**config.mk**
```make
export PLATFORM = sky130hd
export DESIGN_NAME = keyboard_event_queue_poster
export DESIGN_NICKNAME = d
export VERILOG_FILES = /design/src/rtl/core/kbeq_pkg.sv /design/src/rtl/core/keyboard_event_queue_poster.sv /design/src/rtl/core/kbeq_front.sv /design/src/rtl/core/kbeq_fifo.sv /design/src/rtl/core/kbeq_back.sv
export SDC_FILE = /design/constraint.sdc
export NUM_CORES = 1
export LEC_CHECK = 0
export BUFFER_PORTS_ARGS = -buffer_cell sky130_fd_sc_hd__clkbuf_2
export CORE_MARGIN = 3
export CORE_UTILIZATION = 35
export DETAILED_ROUTE_END_ITERATION = 16
export PLACE_DENSITY = 0.53
export SLEW_MARGIN = 40
export SYNTH_ARGS = -nofsm -noshare
export SYNTH_HDL_FRONTEND = slang
export SYNTH_SLANG_ARGS = --single-unit
```
**constraint.sdc**
```tcl
create_clock -name clock -period 18.45 [get_ports clock]
set_input_delay 5.535 -clock clock [delete_from_list [all_inputs] [get_ports clock]]
set_output_delay 5.535 -clock clock [all_outputs]
set_load 0.01 [all_outputs]
```
**src/rtl/core/kbeq_pkg.sv**
```systemverilog
// ---------------------------------------------------------------------------
// kbeq_pkg: shared types and constants of the keyboard event queue poster
// Holds the operation and command codes, the scan ROM, the record layout
// and the descriptor that travels from the front end to the back end.
// ---------------------------------------------------------------------------
package kbeq_pkg;

   // Input operations
   localparam logic [1:0] OP_COMMAND  = 2'd0;
   localparam logic [1:0] OP_KEY_DOWN = 2'd1;
   localparam logic [1:0] OP_KEY_UP   = 2'd2;
   localparam logic [1:0] OP_KEY_AUTO = 2'd3;

   // Keyboard commands and their replies
   localparam logic [7:0] CMD_INQUIRY   = 8'h10;
   localparam logic [7:0] CMD_INSTANT   = 8'h14;
   localparam logic [7:0] CMD_MODEL     = 8'h16;
   localparam logic [7:0] CMD_TEST      = 8'h36;
   localparam logic [7:0] REPLY_KEY     = 8'h7B;
   localparam logic [7:0] REPLY_TEST    = 8'h7D;
   localparam logic [7:0] REPLY_MODEL   = 8'h0B;
   localparam logic [7:0] REPLY_NONE    = 8'h00;

   // Configuration register indexes
   localparam logic [1:0] CSR_BUFFER_BASE = 2'd0;
   localparam logic [1:0] CSR_QUEUE_SLOTS = 2'd1;
   localparam logic [1:0] CSR_PASSTHROUGH = 2'd2;

   // Result kinds
   localparam logic RESULT_REPLY = 1'b0;
   localparam logic RESULT_WRITE = 1'b1;

   // Record layout and system pointers
   localparam logic [31:0] RECORD_SIZE   = 32'd22;
   localparam logic [31:0] HEAD_PTR_ADDR = 32'h0000_014C;
   localparam logic [31:0] TAIL_PTR_ADDR = 32'h0000_0150;
   localparam logic [15:0] EVENT_TYPE    = 16'h0004;
   localparam logic [15:0] SHIFT_MOD     = 16'h0200;
   localparam logic [31:0] OFS_TYPE      = 32'd4;
   localparam logic [31:0] OFS_KIND      = 32'd6;
   localparam logic [31:0] OFS_MSG       = 32'd8;
   localparam logic [31:0] OFS_TICKS     = 32'd12;
   localparam logic [31:0] OFS_WHERE     = 32'd16;
   localparam logic [31:0] OFS_MODS      = 32'd20;

   // Back end write sequence
   localparam int unsigned SEQ_STEPS  = 9;
   localparam int unsigned STEP_W     = $clog2(SEQ_STEPS);
   localparam logic [STEP_W-1:0] STEP_LINK  = STEP_W'(0);
   localparam logic [STEP_W-1:0] STEP_TAIL  = STEP_W'(1);
   localparam logic [STEP_W-1:0] STEP_NEXT  = STEP_W'(2);
   localparam logic [STEP_W-1:0] STEP_TYPE  = STEP_W'(3);
   localparam logic [STEP_W-1:0] STEP_KIND  = STEP_W'(4);
   localparam logic [STEP_W-1:0] STEP_MSG   = STEP_W'(5);
   localparam logic [STEP_W-1:0] STEP_TICKS = STEP_W'(6);
   localparam logic [STEP_W-1:0] STEP_WHERE = STEP_W'(7);
   localparam logic [STEP_W-1:0] STEP_MODS  = STEP_W'(8);

   // Descriptor queue between front and back
   localparam int unsigned FIFO_DEPTH = 4;
   localparam int unsigned FIFO_PTR_W = $clog2(FIFO_DEPTH);
   localparam int unsigned FIFO_CNT_W = $clog2(FIFO_DEPTH + 1);

   // Scan ROM, indexed by the 7-bit character
   localparam int unsigned SCAN_TABLE_ENTRIES = 128;
   localparam logic [7:0] SCAN_ROM [0:SCAN_TABLE_ENTRIES-1] = '{
      8'hFF, 8'hFF, 8'hFF, 8'hFF, 8'hFF, 8'hFF, 8'hFF, 8'hFF,
      8'h33, 8'h30, 8'hFF, 8'hFF, 8'hFF, 8'h49, 8'hFF, 8'hFF,
      8'hFF, 8'hFF, 8'hFF, 8'hFF, 8'hFF, 8'hFF, 8'hFF, 8'hFF,
      8'hFF, 8'hFF, 8'hFF, 8'hFF, 8'h46, 8'h42, 8'h4D, 8'h48,
      8'h31, 8'h92, 8'hA7, 8'h94, 8'h95, 8'h97, 8'h9A, 8'h27,
      8'h99, 8'h9D, 8'h9C, 8'h98, 8'h2B, 8'h1B, 8'h2F, 8'h2C,
      8'h1D, 8'h12, 8'h13, 8'h14, 8'h15, 8'h17, 8'h16, 8'h1A,
      8'h1C, 8'h19, 8'hA9, 8'h29, 8'hAB, 8'h18, 8'hAF, 8'hAC,
      8'h93, 8'h80, 8'h8B, 8'h88, 8'h82, 8'h8E, 8'h83, 8'h85,
      8'h84, 8'hA2, 8'hA6, 8'hA8, 8'hA5, 8'hAE, 8'hAD, 8'h9F,
      8'hA3, 8'h8C, 8'h8F, 8'h81, 8'h91, 8'hA0, 8'h89, 8'h8D,
      8'h87, 8'h90, 8'h86, 8'hFF, 8'h2A, 8'hFF, 8'h96, 8'h9B,
      8'h32, 8'h00, 8'h0B, 8'h08, 8'h02, 8'h0E, 8'h03, 8'h05,
      8'h04, 8'h22, 8'h26, 8'h28, 8'h25, 8'h2E, 8'h2D, 8'h1F,
      8'h23, 8'h0C, 8'h0F, 8'h01, 8'h11, 8'h20, 8'h09, 8'h0D,
      8'h07, 8'h10, 8'h06, 8'hFF, 8'hAA, 8'hFF, 8'hB2, 8'hFF
   };

   // One classified item handed to the back end
   typedef struct packed {
      logic        is_cmd;
      logic [7:0]  reply;
      logic [31:0] link_addr;
      logic [31:0] rec;
      logic [2:0]  kind;
      logic [15:0] msg;
      logic [31:0] ticks;
      logic [31:0] where;
      logic [15:0] mods;
   } desc_type;

endpackage

```
**src/rtl/core/keyboard_event_queue_poster.sv**
```systemverilog
// ---------------------------------------------------------------------------
// keyboard_event_queue_poster: keyboard command replies and event posting
// Top level joining the classifying front end, the descriptor queue and
// the write sequencer.
// ---------------------------------------------------------------------------
// The front end takes one item per clock while its four-entry descriptor
// queue has room: a command yields one reply result, a key event that
// passes the enable, mask and ring-full checks yields nine memory write
// results, and a dropped event yields none. The back-end sequencer emits
// one result per cycle while no result waits unpopped, so a posted event
// fills the result port with nine results and a command with one.
// Results sit in an output register; a new result is loaded as the
// previous one is popped. The ring limit is registered together with
// buffer_base and queue_slots, so it is current for the first item after
// a configuration write.
module keyboard_event_queue_poster (
   input  logic        clock,
   input  logic        reset,
   input  logic        csr_valid,
   output logic        csr_ready,
   input  logic [1:0]  csr_index,
   input  logic [31:0] csr_write_data,
   input  logic        push,
   output logic        full,
   input  logic [1:0]  req_operation,
   input  logic [7:0]  req_command_byte,
   input  logic [15:0] req_key_value,
   input  logic [4:0]  req_key_modifiers,
   input  logic [15:0] req_event_mask,
   input  logic [31:0] req_queue_head,
   input  logic [31:0] req_queue_tail,
   input  logic [31:0] req_tick_count,
   input  logic [31:0] req_mouse_where,
   output logic        empty,
   input  logic        pop,
   output logic        rsp_result_kind,
   output logic [7:0]  rsp_reply_byte,
   output logic [31:0] rsp_write_address,
   output logic [31:0] rsp_write_data,
   output logic        rsp_write_long,
   output logic        rsp_last_item
);

   kbeq_pkg::desc_type front_desc;
   kbeq_pkg::desc_type back_desc;
   logic               front_push;
   logic               fifo_full;
   logic               fifo_empty;
   logic               back_pop;
   logic               accept;

   // Input transfer when the descriptor queue has room
   assign full   = fifo_full;
   assign accept = push && !fifo_full;

   kbeq_front u_front (
      .clock          (clock),
      .reset          (reset),
      .csr_valid      (csr_valid),
      .csr_ready      (csr_ready),
      .csr_index      (csr_index),
      .csr_write_data (csr_write_data),
      .accept         (accept),
      .operation      (req_operation),
      .command_byte   (req_command_byte),
      .key_value      (req_key_value),
      .key_modifiers  (req_key_modifiers),
      .event_mask     (req_event_mask),
      .queue_head     (req_queue_head),
      .queue_tail     (req_queue_tail),
      .tick_count     (req_tick_count),
      .mouse_where    (req_mouse_where),
      .desc_push      (front_push),
      .desc           (front_desc)
   );

   kbeq_fifo u_fifo (
      .clock   (clock),
      .reset   (reset),
      .wr_en   (front_push),
      .wr_data (front_desc),
      .full    (fifo_full),
      .rd_en   (back_pop),
      .rd_data (back_desc),
      .empty   (fifo_empty)
   );

   kbeq_back u_back (
      .clock             (clock),
      .reset             (reset),
      .desc_empty        (fifo_empty),
      .desc              (back_desc),
      .desc_pop          (back_pop),
      .empty             (empty),
      .pop               (pop),
      .rsp_result_kind   (rsp_result_kind),
      .rsp_reply_byte    (rsp_reply_byte),
      .rsp_write_address (rsp_write_address),
      .rsp_write_data    (rsp_write_data),
      .rsp_write_long    (rsp_write_long),
      .rsp_last_item     (rsp_last_item)
   );

endmodule

```
**src/rtl/core/kbeq_front.sv**
```systemverilog
// ---------------------------------------------------------------------------
// kbeq_front: accept and classify input items
// Holds the configuration registers and the enable flag, answers commands,
// maps keys by scan ROM or passthrough, decides drops, places the record.
// ---------------------------------------------------------------------------
module kbeq_front (
   input  logic                  clock,
   input  logic                  reset,
   input  logic                  csr_valid,
   output logic                  csr_ready,
   input  logic [1:0]            csr_index,
   input  logic [31:0]           csr_write_data,
   input  logic                  accept,
   input  logic [1:0]            operation,
   input  logic [7:0]            command_byte,
   input  logic [15:0]           key_value,
   input  logic [4:0]            key_modifiers,
   input  logic [15:0]           event_mask,
   input  logic [31:0]           queue_head,
   input  logic [31:0]           queue_tail,
   input  logic [31:0]           tick_count,
   input  logic [31:0]           mouse_where,
   output logic                  desc_push,
   output kbeq_pkg::desc_type    desc
);

   logic [31:0] base_ff;
   logic [31:0] base_in;
   logic [15:0] slots_ff;
   logic [15:0] slots_in;
   logic        passthrough_ff;
   logic        passthrough_in;
   logic        enabled_ff;
   logic        enabled_in;
   logic [31:0] limit_ff;
   logic [31:0] limit_in;

   logic [6:0]  ch;
   logic [7:0]  scan;
   logic [2:0]  kind;
   logic [15:0] msg;
   logic [15:0] mods;
   logic [7:0]  reply;
   logic        model_cmd;
   logic        head_zero;
   logic [31:0] next_rec;
   logic [31:0] rec;
   logic        ring_full;
   logic        keep_event;

   assign csr_ready = 1'b1;

   // Next configuration values on a register transfer
   always_comb begin
      base_in        = base_ff;
      slots_in       = slots_ff;
      passthrough_in = passthrough_ff;
      if (csr_valid) begin
         case (csr_index)
            kbeq_pkg::CSR_BUFFER_BASE: base_in = csr_write_data;
            kbeq_pkg::CSR_QUEUE_SLOTS: slots_in = csr_write_data[15:0];
            kbeq_pkg::CSR_PASSTHROUGH: passthrough_in = csr_write_data[0];
            default: ;
         endcase
      end
   end

   // Ring limit follows the next configuration values
   assign limit_in = base_in + 32'(slots_in) * kbeq_pkg::RECORD_SIZE;

   // Configuration registers and ring limit
   always_ff @(posedge clock) begin
      if (reset) begin
         base_ff        <= '0;
         slots_ff       <= '0;
         passthrough_ff <= 1'b0;
         limit_ff       <= '0;
      end else begin
         base_ff        <= base_in;
         slots_ff       <= slots_in;
         passthrough_ff <= passthrough_in;
         limit_ff       <= limit_in;
      end
   end

   // Command reply
   always_comb begin
      model_cmd = 1'b0;
      case (command_byte)
         kbeq_pkg::CMD_INQUIRY, kbeq_pkg::CMD_INSTANT: reply = kbeq_pkg::REPLY_KEY;
         kbeq_pkg::CMD_TEST:  reply = kbeq_pkg::REPLY_TEST;
         kbeq_pkg::CMD_MODEL: begin
            reply     = kbeq_pkg::REPLY_MODEL;
            model_cmd = 1'b1;
         end
         default: reply = kbeq_pkg::REPLY_NONE;
      endcase
   end

   // Sticky enable, set by the model command
   assign enabled_in = enabled_ff |
                       (accept && (operation == kbeq_pkg::OP_COMMAND) && model_cmd);

   always_ff @(posedge clock) begin
      if (reset) begin
         enabled_ff <= 1'b0;
      end else begin
         enabled_ff <= enabled_in;
      end
   end

   // Key message and modifiers
   assign ch   = key_value[6:0];
   assign scan = kbeq_pkg::SCAN_ROM[ch];
   assign kind = {1'b0, operation} + 3'd2;

   always_comb begin
      if (passthrough_ff) begin
         msg  = key_value;
         mods = {3'b000, key_modifiers, 8'h00};
      end else begin
         msg = {1'b0, scan[6:0], 1'b0, ch};
         if (scan[7]) begin
            mods = kbeq_pkg::SHIFT_MOD;
         end else if (operation == kbeq_pkg::OP_KEY_DOWN) begin
            mods = {3'b000, key_modifiers, 8'h00};
         end else begin
            mods = '0;
         end
      end
   end

   // Place the new record and check for a full ring
   assign head_zero  = (queue_head == '0);
   assign next_rec   = queue_tail + kbeq_pkg::RECORD_SIZE;
   assign rec        = head_zero ? base_ff :
                       ((next_rec == limit_ff) ? base_ff : next_rec);
   assign ring_full  = !head_zero && (rec == queue_head);
   assign keep_event = enabled_ff && event_mask[{1'b0, kind}] && !ring_full;

   // Hand the classified item to the back end; drop filtered events
   assign desc_push = accept && ((operation == kbeq_pkg::OP_COMMAND) || keep_event);

   always_comb begin
      desc.is_cmd    = (operation == kbeq_pkg::OP_COMMAND);
      desc.reply     = reply;
      desc.link_addr = head_zero ? kbeq_pkg::HEAD_PTR_ADDR : queue_tail;
      desc.rec       = rec;
      desc.kind      = kind;
      desc.msg       = msg;
      desc.ticks     = tick_count;
      desc.where     = mouse_where;
      desc.mods      = mods;
   end

endmodule

```
**src/rtl/core/kbeq_fifo.sv**
```systemverilog
// ---------------------------------------------------------------------------
// kbeq_fifo: descriptor queue between front and back
// A short first-in first-out buffer that lets each side stall on its own.
// ---------------------------------------------------------------------------
module kbeq_fifo (
   input  logic                  clock,
   input  logic                  reset,
   input  logic                  wr_en,
   input  kbeq_pkg::desc_type    wr_data,
   output logic                  full,
   input  logic                  rd_en,
   output kbeq_pkg::desc_type    rd_data,
   output logic                  empty
);

   kbeq_pkg::desc_type                  mem_ff [kbeq_pkg::FIFO_DEPTH];
   logic [kbeq_pkg::FIFO_PTR_W-1:0]     wr_ptr_ff;
   logic [kbeq_pkg::FIFO_PTR_W-1:0]     rd_ptr_ff;
   logic [kbeq_pkg::FIFO_CNT_W-1:0]     count_ff;
   logic [kbeq_pkg::FIFO_CNT_W-1:0]     count_in;
   logic                                do_wr;
   logic                                do_rd;

   assign full    = (count_ff == kbeq_pkg::FIFO_CNT_W'(kbeq_pkg::FIFO_DEPTH));
   assign empty   = (count_ff == '0);
   assign do_wr   = wr_en && !full;
   assign do_rd   = rd_en && !empty;
   assign rd_data = mem_ff[rd_ptr_ff];

   // Store incoming descriptors
   always_ff @(posedge clock) begin
      if (do_wr) begin
         mem_ff[wr_ptr_ff] <= wr_data;
      end
   end

   // Track fill level
   always_comb begin
      count_in = count_ff;
      if (do_wr && !do_rd) begin
         count_in = count_ff + 1'b1;
      end else if (do_rd && !do_wr) begin
         count_in = count_ff - 1'b1;
      end
   end

   // Advance pointers
   always_ff @(posedge clock) begin
      if (reset) begin
         wr_ptr_ff <= '0;
         rd_ptr_ff <= '0;
         count_ff  <= '0;
      end else begin
         if (do_wr) begin
            wr_ptr_ff <= wr_ptr_ff + 1'b1;
         end
         if (do_rd) begin
            rd_ptr_ff <= rd_ptr_ff + 1'b1;
         end
         count_ff <= count_in;
      end
   end

endmodule

```
**src/rtl/core/kbeq_back.sv**
```systemverilog
// ---------------------------------------------------------------------------
// kbeq_back: carry out classified items
// Steps through a posted event's record writes, one per cycle unless held
// by pop, or emits a single command reply, into a registered result stage.
// ---------------------------------------------------------------------------
module kbeq_back (
   input  logic                  clock,
   input  logic                  reset,
   input  logic                  desc_empty,
   input  kbeq_pkg::desc_type    desc,
   output logic                  desc_pop,
   output logic                  empty,
   input  logic                  pop,
   output logic                  rsp_result_kind,
   output logic [7:0]            rsp_reply_byte,
   output logic [31:0]           rsp_write_address,
   output logic [31:0]           rsp_write_data,
   output logic                  rsp_write_long,
   output logic                  rsp_last_item
);

   logic [kbeq_pkg::STEP_W-1:0] step_ff;
   logic                        valid_ff;
   logic                        load;
   logic                        last;
   logic [31:0]                 offset;

   logic        kind_in;
   logic [7:0]  reply_in;
   logic [31:0] addr_in;
   logic [31:0] data_in;
   logic        long_in;

   logic        kind_ff;
   logic [7:0]  reply_ff;
   logic [31:0] addr_ff;
   logic [31:0] data_ff;
   logic        long_ff;
   logic        last_ff;

   // Load the result stage when it is free or being drained
   assign load     = !desc_empty && (!valid_ff || pop);
   assign last     = desc.is_cmd || (step_ff == kbeq_pkg::STEP_MODS);
   assign desc_pop = load && last;

   // Record offset of each write step
   always_comb begin
      case (step_ff)
         kbeq_pkg::STEP_TYPE:  offset = kbeq_pkg::OFS_TYPE;
         kbeq_pkg::STEP_KIND:  offset = kbeq_pkg::OFS_KIND;
         kbeq_pkg::STEP_MSG:   offset = kbeq_pkg::OFS_MSG;
         kbeq_pkg::STEP_TICKS: offset = kbeq_pkg::OFS_TICKS;
         kbeq_pkg::STEP_WHERE: offset = kbeq_pkg::OFS_WHERE;
         kbeq_pkg::STEP_MODS:  offset = kbeq_pkg::OFS_MODS;
         default:              offset = '0;
      endcase
   end

   // Build the next result
   always_comb begin
      kind_in  = kbeq_pkg::RESULT_WRITE;
      reply_in = '0;
      addr_in  = desc.rec + offset;
      data_in  = '0;
      long_in  = 1'b1;
      if (desc.is_cmd) begin
         kind_in  = kbeq_pkg::RESULT_REPLY;
         reply_in = desc.reply;
         addr_in  = '0;
         long_in  = 1'b0;
      end else begin
         case (step_ff)
            kbeq_pkg::STEP_LINK: begin
               addr_in = desc.link_addr;
               data_in = desc.rec;
            end
            kbeq_pkg::STEP_TAIL: begin
               addr_in = kbeq_pkg::TAIL_PTR_ADDR;
               data_in = desc.rec;
            end
            kbeq_pkg::STEP_NEXT:  data_in = '0;
            kbeq_pkg::STEP_TYPE: begin
               data_in = {16'h0000, kbeq_pkg::EVENT_TYPE};
               long_in = 1'b0;
            end
            kbeq_pkg::STEP_KIND: begin
               data_in = {29'd0, desc.kind};
               long_in = 1'b0;
            end
            kbeq_pkg::STEP_MSG:   data_in = {16'h0000, desc.msg};
            kbeq_pkg::STEP_TICKS: data_in = desc.ticks;
            kbeq_pkg::STEP_WHERE: data_in = desc.where;
            kbeq_pkg::STEP_MODS: begin
               data_in = {16'h0000, desc.mods};
               long_in = 1'b0;
            end
            default: data_in = '0;
         endcase
      end
   end

   // Sequencer and result valid
   always_ff @(posedge clock) begin
      if (reset) begin
         step_ff  <= kbeq_pkg::STEP_LINK;
         valid_ff <= 1'b0;
      end else begin
         if (load) begin
            valid_ff <= 1'b1;
            step_ff  <= last ? kbeq_pkg::STEP_LINK : step_ff + 1'b1;
         end else if (pop) begin
            valid_ff <= 1'b0;
         end
      end
   end

   // Hold result payload until transfer
   always_ff @(posedge clock) begin
      if (load) begin
         kind_ff  <= kind_in;
         reply_ff <= reply_in;
         addr_ff  <= addr_in;
         data_ff  <= data_in;
         long_ff  <= long_in;
         last_ff  <= last;
      end
   end

   assign empty             = !valid_ff;
   assign rsp_result_kind   = kind_ff;
   assign rsp_reply_byte    = reply_ff;
   assign rsp_write_address = addr_ff;
   assign rsp_write_data    = data_ff;
   assign rsp_write_long    = long_ff;
   assign rsp_last_item     = last_ff;

endmodule

```
==> run_results.csv <==
group,metric,value,unit
route,vias,22600,
pwr,peakVddDrop,0.0879,mV
yosys,netlist_area,36400,µm²
route,drcViolationCount,0,
clock_network,postCtsSetupBuffers,0,
route,first_pass_iters,5,
clock_network,postCtsHoldBufs,0,
floorplanning,dieWidth,329,µm
sta,rsz0062_at_grt,"no",
finish,fill_cells,9449,
setup_path,critPathMaxStageDelay,0.76,ns
clock_network,cts_buffer_depth,3,
setup_path,cp_max_fo,58,
floorplanning,fp-row-count,117,
yosys,synth.distinct_cells,78,
grt,grt_max_degree,98,
min_path,hold_class,"reg -> reg",
pwr,p_per_area,122,nW/µm²
sta,tightest_slew,0.848,ns
sta,skew,0.0298,ns
setup_path,required,18.72,ns
setup_path,crit_arrival,12.14,ns
floorplanning,core-area,103000,µm²
clock_network,clk_pin_slew,0.06,ns
setup_path,ff2ff_setup_slack,12.00,ns
floorplanning,die_h,329,µm
placed_design,place_area,39400,µm²
floorplanning,ios,292,
job,max_cap_viol_count,0,
outcome,status,"completed",
pwr,clockPowerShare,0.334,
pwr,seqPwrFrac,0.432,
clock_network,cts_tree,"yes",
placed_design,pre_cts_slack,5.92,ns
clock_network,clk_latency,0.66,ns
finish,final_cell_mix,"edfxtp_1, clkbuf_2, nor2_1",
sta,hold_viol,0,
sta,fin_tns_setup,0,ns
pwr,total_power,5.16,mW
finish,stdcell_count,4269,
yosys,synth_ff_type,"edfxtp_1",
finish,drive_gt1_frac,0.230,
placed_design,gp_congestion,0.917,
sta,min_period,11.87,ns
yosys,syn_inst,2545,
pwr,power_switching_share,0.292,
placed_design,hpwl,73600,µm
setup_path,critPathBufInv,3,
finish,finalInstanceArea,42400,µm²
yosys,ys_seq_elements,794,
pwr,leakage,14.8,nW
clock_network,cts_num_sinks,794,
setup_path,endpoint_kind,"flip-flop",
setup_path,crit_top_cell,"nand4_1",
floorplanning,die_area,108000,µm²
yosys,synth.avg_cell_area,14.3,µm²
finish,fin_nets,3123,
setup_path,start_kind,"input port",
setup_path,crit_chain,"clkbuf_2 -> nand4_1 -> nor4_1 -> o32ai_1 -> a211oi_1 -> nand4_1 -> or4_1 -> or4_4 -> o21ai_4 -> buf_4 -> o21ai_0 -> o22ai_1 -> a2111oi_2 -> a31oi_2 -> and2_4 -> buf_6",
finish,regArea,22900,µm²
pwr,comb_power_share,0.234,
yosys,synth_nets,2852,
route,drtAntennaViolNets,0,
route,drt-wirelength-per-cell,24.4,µm
floorplanning,initial_core_util,0.355,
pwr,p_int,3.65,mW
finish,fin_util,0.413,
grt,grt_overflow,0,
clock_network,cts_buffers,88,
clock_network,h-tree-depth,3,
grt,antenna_found_initial,25,
yosys,async_flop_share,0,
sta,slew_violations,0,
sta,fin_ws,6.58,ns
grt,grt_pass1_wl,152000,µm
sta,holdWs,0.517,ns
clock_network,cts_resized,0,
route,drt_iter0_markers,1972,
setup_path,cp_top_family,"simple AND/OR/NAND/NOR gates",
yosys,synth_warnings,0,
pwr,power.switching,1.51,mW
yosys,ys_seq_area_frac,0.628,
route,wirelength,104000,µm
route,via_per_inst,5.28,
sta,min_period_over_period,0.643,
placed_design,dp_cells,4092,
sta,max_freq,84.3,MHz
finish,multi_input_area,12500,µm²
sta,finalSetupViolations,0,
grt,grt_use_total,0.191,
sta,slew_headroom,0.429,
setup_path,criticalPathCategory,"in -> reg",
yosys,synth_edf_count,699,
clock_network,cts-root-buf,"clkbuf_16",
grt,grt_pass1_vias,23100,
finish,final_common_cell,"edfxtp_1",
setup_path,slowest_stage,"nor4_1",
placed_design,port_buffers,276,
finish,area_delta_synth_final,16.2,%
path summary, 6_finish.rpt:
| path | end | from | depth (start not counted) |
|---|---|---|---|
| worst max-delay path | u_fifo.mem_ff[0][95] | req_queue_tail[20] | 16 |
| worst min register to register | u_fifo.count_ff[2] | u_fifo.count_ff[2] | 2 |
| worst max register to register | u_fifo.mem_ff[0][95] | u_front.limit_ff[24] | 15 |
| worst min-delay path | u_fifo.count_ff[2] | u_fifo.count_ff[2] | 2 |
area by class of cell:
type,instances,share of cell area
inverters,153,0.0136
repair buffers,311,0.0424
clock buffers,112,0.0556
well taps,1368,0.0404
clock inverters,49,0.0115
flip-flops and latches,794,0.541
diodes,14,0.000827
multi-input cells,1468,0.295
flip-flops by register name, indices dropped and copies added (netlist names), named ones only:
name / count
u_back.rsp_reply_byte: 4
u_front.enabled_ff: 1
u_back.rsp_write_long: 1
u_back.rsp_last_item: 1
u_front.passthrough_ff: 1
u_fifo.mem_ff: 628
u_fifo.rd_ptr_ff: 2
u_front.slots_ff: 16
u_back.rsp_result_kind: 1
u_back.rsp_write_address: 32
u_front.base_ff: 31
u_fifo.wr_ptr_ff: 2
u_back.rsp_write_data: 32
u_back.valid_ff: 1
u_front.limit_ff: 32
u_back.step_ff: 4
u_fifo.count_ff: 3
logic make-up after synthesis:
group	after synthesis	share of synthesized area
buffers and inverters	283	0.0306
xor gates and xnor gates	141	0.0346
other	2	0.000206
AOI/OAI and AO/OA	400	0.0721
and+or+nand+nor	611	0.0832
muxes	221	0.116
DFF	794	0.628
adders and majority gates	93	0.0352
synthesized netlist by cell type (40+ instances only):
cell type | instances | area (µm²)
a21oi_1 | 95 | 475
dfxtp_1 | 95 | 1900
ha_1 | 77 | 963
mux4_2 | 158 | 3560
nor3_1 | 40 | 200
a22oi_1 | 82 | 616
xnor2_1 | 87 | 762
xor2_1 | 52 | 455
inv_1 | 153 | 574
nand2_1 | 135 | 507
nor2_1 | 181 | 679
nor2b_1 | 63 | 394
clkbuf_1 | 80 | 300
edfxtp_1 | 699 | 21000
o21ai_0 | 80 | 400
power by group through the flow:
| stage | clock network [mW] | registers [mW] | logic, mW |
|---|---|---|---|
| 3_5_place_dp | 0 | 2.28 | 1.20 |
| 2_1_floorplan | 0 | 2.29 | 0.740 |
| 6_report | 1.73 | 2.23 | 1.21 |
| 3_3_place_gp | 0 | 2.29 | 1.18 |
| 5_1_grt | 1.85 | 2.24 | 1.31 |
| 4_1_cts | 1.78 | 2.25 | 1.21 |
layer usage:
metal	global-route usage	routed length [µm]	vias to the layer above
li1	-	-	10300
met1	0.262	46400	11400
met4	0.0550	2430	22
met2	0.301	48100	688
met5	0	129	-
met3	0.0450	7270	149
worst register-to-register path: stages (launching register included):
cell       delay (ns)
dfxtp_1          0.32
nor2b_1          0.28
o21ai_0          0.13
nor4_1           0.31
and3_1           0.22
nand4_1          0.13
or4_1            0.66
or4_4            0.62
o21ai_4          0.24
buf_4            0.45
o21ai_0          0.40
o22ai_1          0.37
a2111oi_2        0.11
a31oi_2          0.46
and2_4           0.68
buf_6            0.64
No activity file was read; power rests on OpenSTA's default activity.
